<file path="src/rtl/sla_pkg.sv">
// shared types and constants for the sta/lta event trigger
package sla_pkg;

  localparam int unsigned SHORT_DEPTH = 256;
  localparam int unsigned LONG_DEPTH  = 4096;
  localparam int unsigned SAMPLE_BITS = 24;

  localparam int unsigned SPOS_W = $clog2(SHORT_DEPTH);
  localparam int unsigned LPOS_W = $clog2(LONG_DEPTH);
  localparam int unsigned SLEN_W = SPOS_W + 1;
  localparam int unsigned LLEN_W = LPOS_W + 1;
  localparam int unsigned SSUM_W = SAMPLE_BITS + SPOS_W;
  localparam int unsigned LSUM_W = SAMPLE_BITS + LPOS_W;
  localparam int unsigned RATIO_W = 16;
  localparam int unsigned CFG_W   = 16;
  localparam int unsigned PROD_W  = RATIO_W + SAMPLE_BITS;

  // register indexes
  localparam logic [1:0] REG_STA_LEN   = 2'd0;
  localparam logic [1:0] REG_LTA_LEN   = 2'd1;
  localparam logic [1:0] REG_RATIO_ON  = 2'd2;
  localparam logic [1:0] REG_RATIO_OFF = 2'd3;

  typedef enum logic [1:0] {
    TR_NONE = 2'd0,
    TR_ON   = 2'd1,
    TR_OFF  = 2'd2
  } transition_e;

  typedef struct packed {
    logic [SAMPLE_BITS-1:0] diff;
    logic                   blk_end;
  } q_entry_t;

  typedef struct packed {
    logic [SLEN_W-1:0]  slen;
    logic [LLEN_W-1:0]  llen;
    logic [RATIO_W-1:0] ratio_on;
    logic [RATIO_W-1:0] ratio_off;
  } cfg_t;

  // first member is the highest bits
  typedef struct packed {
    logic                   block_detected;
    logic                   warming_up;
    transition_e            transition;
    logic                   triggered;
    logic [SAMPLE_BITS-1:0] frozen_long_avg;
    logic [SAMPLE_BITS-1:0] long_avg;
    logic [SAMPLE_BITS-1:0] short_avg;
  } result_t;

endpackage

</file>
<file path="src/rtl/sla_front.sv">
// input side: takes samples and forms the absolute first difference
module sla_front import sla_pkg::*; (
  input  logic                   clk_i,
  input  logic                   rst_ni,
  input  logic                   restart_i,
  input  logic                   valid_i,
  output logic                   ready_o,
  input  logic [SAMPLE_BITS-1:0] sample_i,
  input  logic                   last_i,
  input  logic                   full_i,
  output logic                   push_o,
  output q_entry_t               entry_o
);

  logic [SAMPLE_BITS-1:0] prev_q;
  logic [SAMPLE_BITS:0]   delta;
  logic [SAMPLE_BITS:0]   mag;

  assign ready_o = !full_i;
  assign push_o  = valid_i && !full_i;

  always_comb begin
    delta = {sample_i[SAMPLE_BITS-1], sample_i} - {prev_q[SAMPLE_BITS-1], prev_q};
    mag   = delta[SAMPLE_BITS] ? (~delta + 1'b1) : delta;
    entry_o.diff    = mag[SAMPLE_BITS-1:0];
    entry_o.blk_end = last_i;
  end

  always_ff @(posedge clk_i or negedge rst_ni) begin
    if (!rst_ni) begin
      prev_q <= '0;
    end else if (restart_i) begin
      prev_q <= '0;
    end else if (push_o) begin
      prev_q <= sample_i;
    end
  end

endmodule

</file>
<file path="config.mk">
export PLATFORM = sky130hd
export DESIGN_NAME = sla_front
export DESIGN_NICKNAME = d
export VERILOG_FILES = /design/src/rtl/sla_pkg.sv /design/src/rtl/sla_front.sv
export SDC_FILE = /design/constraint.sdc
export NUM_CORES = 1
export LEC_CHECK = 0
export BUFFER_PORTS_ARGS = -buffer_cell sky130_fd_sc_hd__buf_2
export CAP_MARGIN = 10
export CORE_UTILIZATION = 45
export CTS_BUF_LIST = sky130_fd_sc_hd__clkbuf_16
export CTS_CLUSTER_SIZE = 16
export DETAILED_ROUTE_END_ITERATION = 8
export GPL_TIMING_DRIVEN = 0
export PLACE_DENSITY_LB_ADDON = 0.15
export SYNTH_ARGS = -nofsm -noshare
export SYNTH_HDL_FRONTEND = slang
export SYNTH_SLANG_ARGS = --single-unit
export TNS_END_PERCENT = 20
</file>
<file path="constraint.sdc">
create_clock -name clk_i -period 6.4 [get_ports clk_i]
set_input_delay 0.96 -clock clk_i [delete_from_list [all_inputs] [get_ports clk_i]]
set_output_delay 0.96 -clock clk_i [all_outputs]
set_load 0.1 [all_outputs]
</file>
After elaboration in Yosys (flattened, before gate mapping):

Cells that the tools add are included.

* reductions and logical operators: 3
* bitwise gates (word level): 1
* $add $sub $neg: 2
* multiplexer cells: 3

Operator list (count)
* 24-bit 2-to-1 mux: 3
* 24-bit by 24-bit subtractor with 25-bit output: 1
* 24-bit by 1-bit adder with 24-bit output, second input constant: 1
* 24-bit inverter: 1
* 2-bit nonzero test: 1
* 1-bit logical AND: 1
* 1-bit logical NOT: 1

* logic and storage cells: 10
* input port bits: 30
* register bits after elaboration: 24
* output and inout port bits: 27

Logic depth before layout (Yosys ltp):

* depth in word-level cells: 4
* depth in mapped cells: 15
* gate-level depth less buffers: 14

Worst setup path before layout:

OpenSTA, ideal clock, no wires.

* path kind: input -> output
* start point: input sample_i[0]
* end point: output entry_o[24] (netlist bit)
* data arrival time: 4.987 ns
* setup slack: 0.453 ns
* data required time: 5.440 ns
* path buffers: 0
* cell stages on the path: 14
* cells stage by stage: inv_1 ha_1 inv_1 fa_1 a21o_1 and4_1 o21ai_1 a21oi_1 or3_1 a21oi_1 nand4_4 o31ai_1 o221ai_2 xnor2_1

RTL lines
* start: declaration: line sla_front.sv:8 `input logic [SAMPLE_BITS-1:0] sample_i,`
* end: declaration: line sla_front.sv:12 `output q_entry_t entry_o`

==> results.json <==
{
  "grt_pass1_wl_um": 12900,
  "path_clk_slew_ns": 0.07,
  "grt_pass1_vias": 2718,
  "core_mm2": 0.00639,
  "dpl.hpwl_um": 6040,
  "grt_max_degree": 25,
  "multi_input_area_mm2": 0.00219,
  "wl_per_cell_um": 14.1,
  "whs_ns": 0.522,
  "area_delta_synth_final_pct": 15.0,
  "synth_area_leader_cell": "dfrtp_1",
  "cts_resized": 0,
  "ir_drop_mv": 0.247,
  "diodes": 0,
  "gp_congestion": 0.828,
  "cts_sinks": 24,
  "initial_core_util": 0.471,
  "final_nets": 528,
  "antenna_found_initial": 0,
  "hold_violations": 0,
  "vias_per_cell": 5.43,
  "fin_crit_sh": 0.872,
  "fin_crit_ns": 5.58,
  "crit_path_end_kind": "output pin",
  "yosys.area.top_type_share": 0.200,
  "fmax_mhz": 179,
  "track_usage": 0.227,
  "leakagePower_nw": 1.52,
  "die_h_um": 83.8,
  "cts_tree": "yes",
  "layout.area.seq_um2": 601,
  "drive_gt1_frac": 0.176,
  "max-slew-margin-rel": 0.538,
  "synth_edf_count": 0,
  "cp_max_fo": 10,
  "wl_um": 7720,
  "netlist_top_cells_area": "dfrtp_1 20%, ha_1 10%, nand2_1 10%, a21oi_1 9.5%, xnor2_1 7.6%",
  "maxCapViolCount": 0,
  "utilization": 0.542,
  "clock_path_buffers": 2,
  "regMostFlops": "prev_q",
  "htree_levels": 1,
  "syn_avg_cell_area_um2": 7.30,
  "hp-class": "register to register",
  "setup_viol": 0,
  "die_area_mm2": 0.00702,
  "ys_ff_latch": 24,
  "ant_nets": 0,
  "ys_seq_area_frac": 0.200,
  "post-cts-setup-buffer-count": 0,
  "holdBufCountCts": 0,
  "rsz0062_at_grt": "false",
  "synth_nets": 468,
  "start_kind": "primary input",
  "syn_area_mm2": 0.00301,
  "syn_inst": 412,
  "drt_drc_violations_left": 0,
  "rows": 29,
  "p_per_area_mw_per_mm2": 293,
  "first_pass_iters": 5,
  "drv_slew": 0,
  "reg_top3": "prev_q: 24 flops",
  "fillCellCount": 658,
  "io_buffers": 55,
  "vias": 2978,
  "grt_overflow": 0,
  "root_buffer": "clkbuf_16",
  "drtIter0Drc": 124,
  "synth_cell_types": 60,
  "power_mw": 1.01,
  "place_area_mm2": 0.00338,
  "largest_reg_flops": 24,
  "ios": 57,
  "critPathRequiredTime_ns": 5.44,
  "synthArstFlopShare": 1.00,
  "fin_setup_tns_ns": 0,
  "outcome": "completed",
  "tightest_slew_ns": 0.692,
  "r2r_setup_slack_ns": 5.73,
  "die_w_um": 83.8,
  "final_cell_area_mm2": 0.00346,
  "clk_latency_ns": 0.26,
  "synth_warnings": 0,
  "synthFlopType": "dfrtp_1",
  "cts_buffers": 3,
  "arrival_ns": 4.62,
  "criticalPathCategory": "primary input to output pin",
  "finClkSkew_ns": 0
}
[critical path, stage by stage]
cell       delay (ns)
buf_2            0.10
inv_1            0.05
ha_1             0.19
inv_1            0.06
fa_1             0.39
a21o_1           0.21
nand4_1          0.16
a2111oi_0        0.12
nor3_1           0.40
o21ai_1          0.15
a21oi_1          0.24
nand2_1          0.10
mux2i_1          0.35
buf_2            0.30
o21ai_0          0.15
xnor2_1          0.21
buf_2            0.46
[final cells by class]
cell class,count,area share
multi-input cells,335,0.633
plain buffers,17,0.0242
well taps,77,0.0278
clock buffers,3,0.0217
inverters,36,0.0391
flip-flops and latches,24,0.174
clock inverters,1,0.00108
repair buffers,55,0.0796
[power breakdown]
group	switching [mW]	internal (mW)
combinational	0.560	0.148
sequential	0.00336	0.158
clock	0.0596	0.0838
total	0.623	0.390
[cell usage after synthesis, types with 4 or more instances]
cell type,count
nand2_1,80
a21oi_1,57
inv_1,35
xnor2_1,26
ha_1,25
dfrtp_1,24
nor2_1,20
o21ai_0,17
xor2_1,15
nand3_1,9
a21o_1,8
clkbuf_1,8
buf_2,7
nor3_1,6
o21ai_1,6
or3_1,5
nand4_1,4
o21a_1,4
o31ai_1,4
[placed cells by master, fill, tap and decap left out, types with 3 or more instances in the layout]
| master | netlist | final |
|---|---|---|
| o21ai_0 | 17 | 17 |
| ha_1 | 25 | 25 |
| a21o_1 | 8 | 8 |
| o31ai_1 | 4 | 4 |
| xnor2_1 | 26 | 26 |
| nand3_1 | 9 | 9 |
| nor2_1 | 20 | 20 |
| nand2_1 | 80 | 80 |
| buf_2 | 7 | 62 |
| nand4_1 | 4 | 4 |
| inv_1 | 35 | 35 |
| nor3_1 | 6 | 6 |
| o21ai_1 | 6 | 6 |
| o21a_1 | 4 | 4 |
| clkbuf_1 | 8 | 8 |
| a21oi_1 | 57 | 57 |
| clkbuf_16 | 0 | 3 |
| or3_1 | 5 | 5 |
| dfrtp_1 | 24 | 24 |
| xor2_1 | 15 | 15 |
[metrics by stage]
stage	instances	worst slack [ns]
6_report	548	0.821
5_1_grt	548	0.455
4_1_cts	548	0.784
3_5_place_dp	544	0.785
3_3_place_gp	544	0.818
2_1_floorplan	412	0.453
[kinds of logic (layout without fill, tap and decap cells)]
group,after synthesis,after routing,share of synthesized area
adders and majority gates,26,26,0.111
xor gates and xnor gates,41,41,0.119
and+or+nand+nor,147,147,0.240
AOI/OAI and AO/OA,117,117,0.243
buffers and inverters,53,112,0.0728
muxes,4,4,0.0141
DFF,24,24,0.200
[per-layer routing]
layer	wire [µm]	vias to the layer above	GRT usage
li1	-	1543	-
met1	3740	1372	0.322
met2	3560	58	0.372
met3	369	5	0.0267
met4	51	0	0.0416
met5	0	-	0
[path summary, 6_finish.rpt]
path,end,cells past startpoint,start
worst min-delay path,prev_q[9]$_DFFE_PN0P_,2,prev_q[9]$_DFFE_PN0P_
max in group asynchronous,prev_q[21]$_DFFE_PN0P_,1,rst_ni
worst min register to register,prev_q[9]$_DFFE_PN0P_,2,prev_q[9]$_DFFE_PN0P_
worst max register to register,prev_q[0]$_DFFE_PN0P_,2,prev_q[0]$_DFFE_PN0P_
worst max-delay path,entry_o[10],17,sample_i[0]
min in group asynchronous,prev_q[1]$_DFFE_PN0P_,1,rst_ni
(Power assumes the default switching activity.)
