===== src/rtl/sla_pkg.sv =====
// shared types and constants for the sta/lta event trigger
package sla_pkg;

  localparam int unsigned SHORT_DEPTH = 256;
  localparam int unsigned LONG_DEPTH  = 4096;
  localparam int unsigned SAMPLE_BITS = 24;

  localparam int unsigned SPOS_W = $clog2(SHORT_DEPTH);
  localparam int unsigned LPOS_W = $clog2(LONG_DEPTH);
  localparam int unsigned SLEN_W = SPOS_W + 1;
  localparam int unsigned LLEN_W = LPOS_W + 1;
  localparam int unsigned SSUM_W = SAMPLE_BITS + SPOS_W;
  localparam int unsigned LSUM_W = SAMPLE_BITS + LPOS_W;
  localparam int unsigned RATIO_W = 16;
  localparam int unsigned CFG_W   = 16;
  localparam int unsigned PROD_W  = RATIO_W + SAMPLE_BITS;

  // register indexes
  localparam logic [1:0] REG_STA_LEN   = 2'd0;
  localparam logic [1:0] REG_LTA_LEN   = 2'd1;
  localparam logic [1:0] REG_RATIO_ON  = 2'd2;
  localparam logic [1:0] REG_RATIO_OFF = 2'd3;

  typedef enum logic [1:0] {
    TR_NONE = 2'd0,
    TR_ON   = 2'd1,
    TR_OFF  = 2'd2
  } transition_e;

  typedef struct packed {
    logic [SAMPLE_BITS-1:0] diff;
    logic                   blk_end;
  } q_entry_t;

  typedef struct packed {
    logic [SLEN_W-1:0]  slen;
    logic [LLEN_W-1:0]  llen;
    logic [RATIO_W-1:0] ratio_on;
    logic [RATIO_W-1:0] ratio_off;
  } cfg_t;

  // first member is the highest bits
  typedef struct packed {
    logic                   block_detected;
    logic                   warming_up;
    transition_e            transition;
    logic                   triggered;
    logic [SAMPLE_BITS-1:0] frozen_long_avg;
    logic [SAMPLE_BITS-1:0] long_avg;
    logic [SAMPLE_BITS-1:0] short_avg;
  } result_t;

endpackage


===== src/rtl/sla_fifo.sv =====
// two-entry queue between the input side and the window engine
module sla_fifo import sla_pkg::*; (
  input  logic     clk_i,
  input  logic     rst_ni,
  input  logic     clear_i,
  input  logic     push_i,
  input  q_entry_t data_i,
  output logic     full_o,
  input  logic     pop_i,
  output logic     valid_o,
  output q_entry_t data_o
);

  localparam int unsigned DEPTH = 2;
  localparam int unsigned PTR_W = $clog2(DEPTH);

  q_entry_t           mem_q [DEPTH];
  logic [PTR_W-1:0]   wr_q, rd_q;
  logic [PTR_W:0]     cnt_q;

  assign full_o  = (cnt_q == (PTR_W+1)'(DEPTH));
  assign valid_o = (cnt_q != '0);
  assign data_o  = mem_q[rd_q];

  always_ff @(posedge clk_i) begin
    if (push_i) begin
      mem_q[wr_q] <= data_i;
    end
  end

  always_ff @(posedge clk_i or negedge rst_ni) begin
    if (!rst_ni) begin
      wr_q  <= '0;
      rd_q  <= '0;
      cnt_q <= '0;
    end else if (clear_i) begin
      wr_q  <= '0;
      rd_q  <= '0;
      cnt_q <= '0;
    end else begin
      if (push_i) wr_q <= wr_q + 1'b1;
      if (pop_i)  rd_q <= rd_q + 1'b1;
      cnt_q <= cnt_q + (PTR_W+1)'(push_i) - (PTR_W+1)'(pop_i);
    end
  end

endmodule


===== config.mk =====
export PLATFORM = sky130hd
export DESIGN_NAME = sla_fifo
export DESIGN_NICKNAME = d
export VERILOG_FILES = /design/src/rtl/sla_pkg.sv /design/src/rtl/sla_fifo.sv
export SDC_FILE = /design/constraint.sdc
export NUM_CORES = 1
export LEC_CHECK = 0
export BUFFER_PORTS_ARGS = -buffer_cell sky130_fd_sc_hd__buf_2
export CAP_MARGIN = 30
export CORE_UTILIZATION = 51
export DETAILED_ROUTE_END_ITERATION = 12
export PLACE_DENSITY_LB_ADDON = 0.15
export SLEW_MARGIN = 20
export SYNTH_ARGS = -nofsm -noshare
export SYNTH_HDL_FRONTEND = slang
export SYNTH_SLANG_ARGS = --single-unit

===== constraint.sdc =====
create_clock -name clk_i -period 2.3 [get_ports clk_i]
set_input_delay 0.23 -clock clk_i [delete_from_list [all_inputs] [get_ports clk_i]]
set_output_delay 0.23 -clock clk_i [all_outputs]
set_load 0.05 [all_outputs]

After elaboration in Yosys (flattened, before gate mapping):

Memory sizes are Yosys's and may differ from the RTL's.
Index checks and enable logic that the tools add are counted.

* input bits: 30
* flip-flop bits (word level): 4
* memories kept: 1
* RAM bits: 50
* output and inout bits: 27

Memories
* mem_q: depth 2, width 25, rd ports 1, clocked after memory_dff 0, write ports 1, RTL line sla_fifo.sv:17 `q_entry_t mem_q [DEPTH];`

* reduce and logical (&&, ||, !) cells: 3
* $add $sub $neg: 4
* equal/unequal tests: 1
* muxes and demuxes: 7

Operators with widths (number)
* $mux 1: 6
* $reduce_bool 2->1: 3
* $add 1x1->1 const B: 2
* $add 2x1->2: 1
* $eq 2x2->1 const B: 1
* $mux 2: 1
* $sub 2x1->2: 1

Logic depth before layout (Yosys ltp):

* depth after elaboration: 3
* gate-level depth with buffers: 6
* gate-level depth less buffers: 6

Worst setup path before layout:

Ideal clock, no wire load.

* kind: reg-to-reg
* from: register wr_q
* to: memory mem_q[0][0] (netlist bit), enable pin
* library setup time: 0.410 ns
* stages on the path, launching flop included: 2
* period minus slack after synthesis: 1.946 ns
* buffers on the path: 0
* required time: 1.890 ns
* setup slack: 0.354 ns
* arrival time: 1.536 ns
* path through: dfrtp_1 nor2b_1

RTL lines
* start: declaration: RTL line sla_fifo.sv:18 `logic [PTR_W-1:0] wr_q, rd_q;`
* start signal: assignment: RTL line sla_fifo.sv:41 `if (push_i) wr_q <= wr_q + 1'b1;`
* end: declaration: RTL line sla_fifo.sv:17

No word-level cell before the write port.

==> metrics.md <==
| Metric | Value |
|---|---|
| Crit path time final | `1696 ps` |
| Clock skew | `1.858 ps` |
| Endpoints failing setup | `0` |
| Total GRT Usage | `approximately 15%` |
| Fin cells | `213` |
| Area of the multi-input gates | `462.9 um^2` |
| Synth cell count leaders | `50 x edfxtp_1, 19 x mux2_4, 6 x mux2_2, 4 x dfrtp_1` |
| Diode count | `0` |
| Fmax | `589.8 MHz` |
| CP max stage delay | `370 ps` |
| Adder-Cell Fraction of Synth Area | `1.180%` |
| Top_reg_cell synth | `edfxtp_1` |
| CP arrival | `approximately 1500 ps` |
| TritonCTS buffer count | `5` |
| Max-capacitance violation count | `0` |
| Clock Tree Buf Depth | `2` |
| Slowest CP cell | `mux2_2` |
| Hold Path Cell Cnt | `1` |
| Dpl cell area | `0.002445 mm^2` |
| Number of vias per cell | `4.859` |
| Layout overhead on the synthesized area | `20.94%` |
| Syn_nets | `129` |
| Worst Path Buf+Inv | `2` |
| Power per cell area | `about 880 mW/mm^2` |
| Effective utilization at floorplan | `53.02%` |
| Outcome | `finished clean` |
| CTS root buffer | `clkbuf_8` |
| Net switching power figure | `0.6158 mW` |
| Global placer's final weighted congestion | `0.6502` |
| Largest family of logic cells by synthesized area | `multiplexers` |
| Req. time, crit path | `~2100 ps` |
| Worst rel slew slack | `75.64%` |
| Post-synth top area share | `a little over two thirds` |
| Critical path capture point type | `output pin` |
| Placed cells | `roughly 200` |
| Total power | `2.252 mW` |
| Post-route setup TNS | `0 ps` |
| CP startpoint kind | `flip-flop` |
| Area of the mapped netlist | `0.002121 mm^2` |
| Worst-Margin Slew | `363.7 ps` |
| Io pins | `between 50 and 60` |
| Core Rows | `23` |
| Total congestion overflow | `0` |
| DRC | `0` |
| Post-synth EDFFs | `50` |
| Fillers | `304` |
| YS warnings | `0` |
| Met2 Use GR | `27.30%` |
| Hold_buf cts | `1` |
| Synth Area in Compound Gates | `0%` |
| Int Pwr | `1.636 mW` |
| Pre-antenna DRT Iters | `4` |
| Top Usage Layer GRT | `met2` |
| Clock Sink Count | `54` |
| VDD IR max | `0.0005912 V` |
| Static Leak | `1.045 nW` |
| Slew Viols, Final | `0` |
| First-pass GRT wire length | `4774 um` |
| Largest net degree at the start of global routing | `20` |
| Synth area leader | `edfxtp_1` |
| Sequential power share | `around half` |
| Initial antenna violation count | `0` |
| Xor/xnor cell area share of the yosys netlist | `1.888%` |
| Clk slew on worst S/H paths | `90 ps` |
| Netlist cell types | `14` |
| Post-CTS Setup Inserts | `0` |
| Switching part of the total power | `between 20 and 30%` |
| Crit share post-route | `between 70 and 80%` |
| Crit path depth | `3` |
| TritonCTS clock tree | `done` |
| Final antenna-violating net count | `0` |
| Die Ht | `66.49 um` |
| Layout cell share with drive strength beyond 1 | `57.67%` |
| Worst Hold Class | `in -> reg` |
| H-tree Lvls | `2` |
| Clock share of power | `26.8%` |
| Synthesis-stage register bit count | `54` |
| Async set-or-reset flop fraction in the synthesized netlist | `7.407%` |
| Final instance area | `0.002565 mm^2` |
| Horiz. Die Dim | `66.49 um` |
| RSZ-0062 raised after global routing | `false` |
| Port Buffers | `56` |
| Most common cell in the netlist | `edfxtp_1` |
| M3 GR Usage | `5.137%` |
| Synth top area cells | `edfxtp_1 71%, mux2_4 13%, dfrtp_1 4.7%` |
| Die area | `0.004420 mm^2` |
| Sequential cell area | `0.001602 mm^2` |
| Setup CP Type | `reg -> out` |
| Vias | `1035` |
| Final net count | `194` |
| Mux contribution to synthesized area | `approximately 17%` |
| Simple-Gate Fraction of Synth Area | `2.006%` |
| CTS resizes | `0` |
| R2R depth | `2` |
| Hold Fails Final Rpt | `0` |
| Crit-path leading delay family | `buffers and inverters` |
| M1 GR Usage | `16.98%` |
| Clk_lat worst skew | `a little under 300 ps` |
| Routed Wire Length | `3030 um` |
| Synth Instances | `97` |
| Vias in the first global route | `1014` |
| Critical path, cell by cell | `buf_4 > mux2_2 > buf_2` |
| Crit Path Max Fanout | `13` |
| Core Area | `0.004000 mm^2` |
| Register area share after synthesis | `75.52%` |
| Synth Area per Inst | `21.86 um^2` |
| Wirelength per Cell | `14.23 um` |
| Detailed Route Iter0 Violations | `31` |
| Logic pwr share | `21.5%` |
## power by group through the flow
stage	sequential (mW)	combinational, mW	clock (mW)
after floorplan	1.18	0.397	0
after global placement	1.18	0.481	0
after detailed placement	1.19	0.489	0
after CTS	1.17	0.492	0.623
after global routing	1.17	0.513	0.662
final	1.16	0.484	0.603
## cell type report
| cell class | instances | share of cell area, % |
|---|---|---|
| multi-input combinational | 38 | 18.05 |
| clock buffer | 6 | 2.829 |
| tap | 50 | 2.439 |
| sequential | 54 | 62.44 |
| inverter | 2 | 0.2927 |
| timing repair buffer | 61 | 12.49 |
| clock inverter | 2 | 1.463 |
## path summary, 6_finish.rpt
kind                             from           end  slack, ps
min reg2reg                      wr_q          wr_q        590
min in group asynchronous      rst_ni      cnt_q[0]        260
max reg2reg                      wr_q  mem_q[0][17]        880
max                              rd_q    data_o[18]        600
max in group asynchronous      rst_ni          rd_q       1910
min                        data_i[10]  mem_q[1][10]        120
## per-layer routing
metal | share of wire [%] | up-vias
met3 | 5.3 | 5
met5 | 0 | -
met2 | 56 | 35
met1 | 37 | 498
li1 | - | 497
met4 | 1.6 | 0
## kinds of logic after synthesis
| group | Yosys count |
|---|---|
| and+or+nand+nor | 8 |
| xor gates and xnor gates | 3 |
| adders and majority gates | 2 |
| DFF | 54 |
| buffers and inverters | 5 |
| muxes | 25 |
## cells in the final DEF (no fill, tap or decap), types with 2 or more instances in the layout
| cell | count |
|---|---|
| clkbuf_8 | 5 |
| dfrtp_1 | 4 |
| nor2_1 | 3 |
| buf_4 | 4 |
| inv_1 | 2 |
| ha_1 | 2 |
| xnor2_1 | 2 |
| mux2_4 | 19 |
| nor2b_1 | 2 |
| edfxtp_1 | 50 |
| buf_2 | 56 |
| mux2_2 | 6 |
## sequential cells by signal, indices dropped and copies added, names as in the netlist
register and flops:
mem_q 50, rd_q 1, wr_q 1, cnt_q 2
## through the flow
stage	worst slack, ps	hold WS (ps)	util (%)
6_report	604.4	119.2	64.12
3_5_place_dp	864.3	46.15	61.12
5_1_grt	538.8	95.33	64.12
3_3_place_gp	923.8	41.25	61.12
2_1_floorplan	354.2	-65.59	-
4_1_cts	576.7	106.5	64.12
No activity file was read; power rests on OpenSTA's default activity.
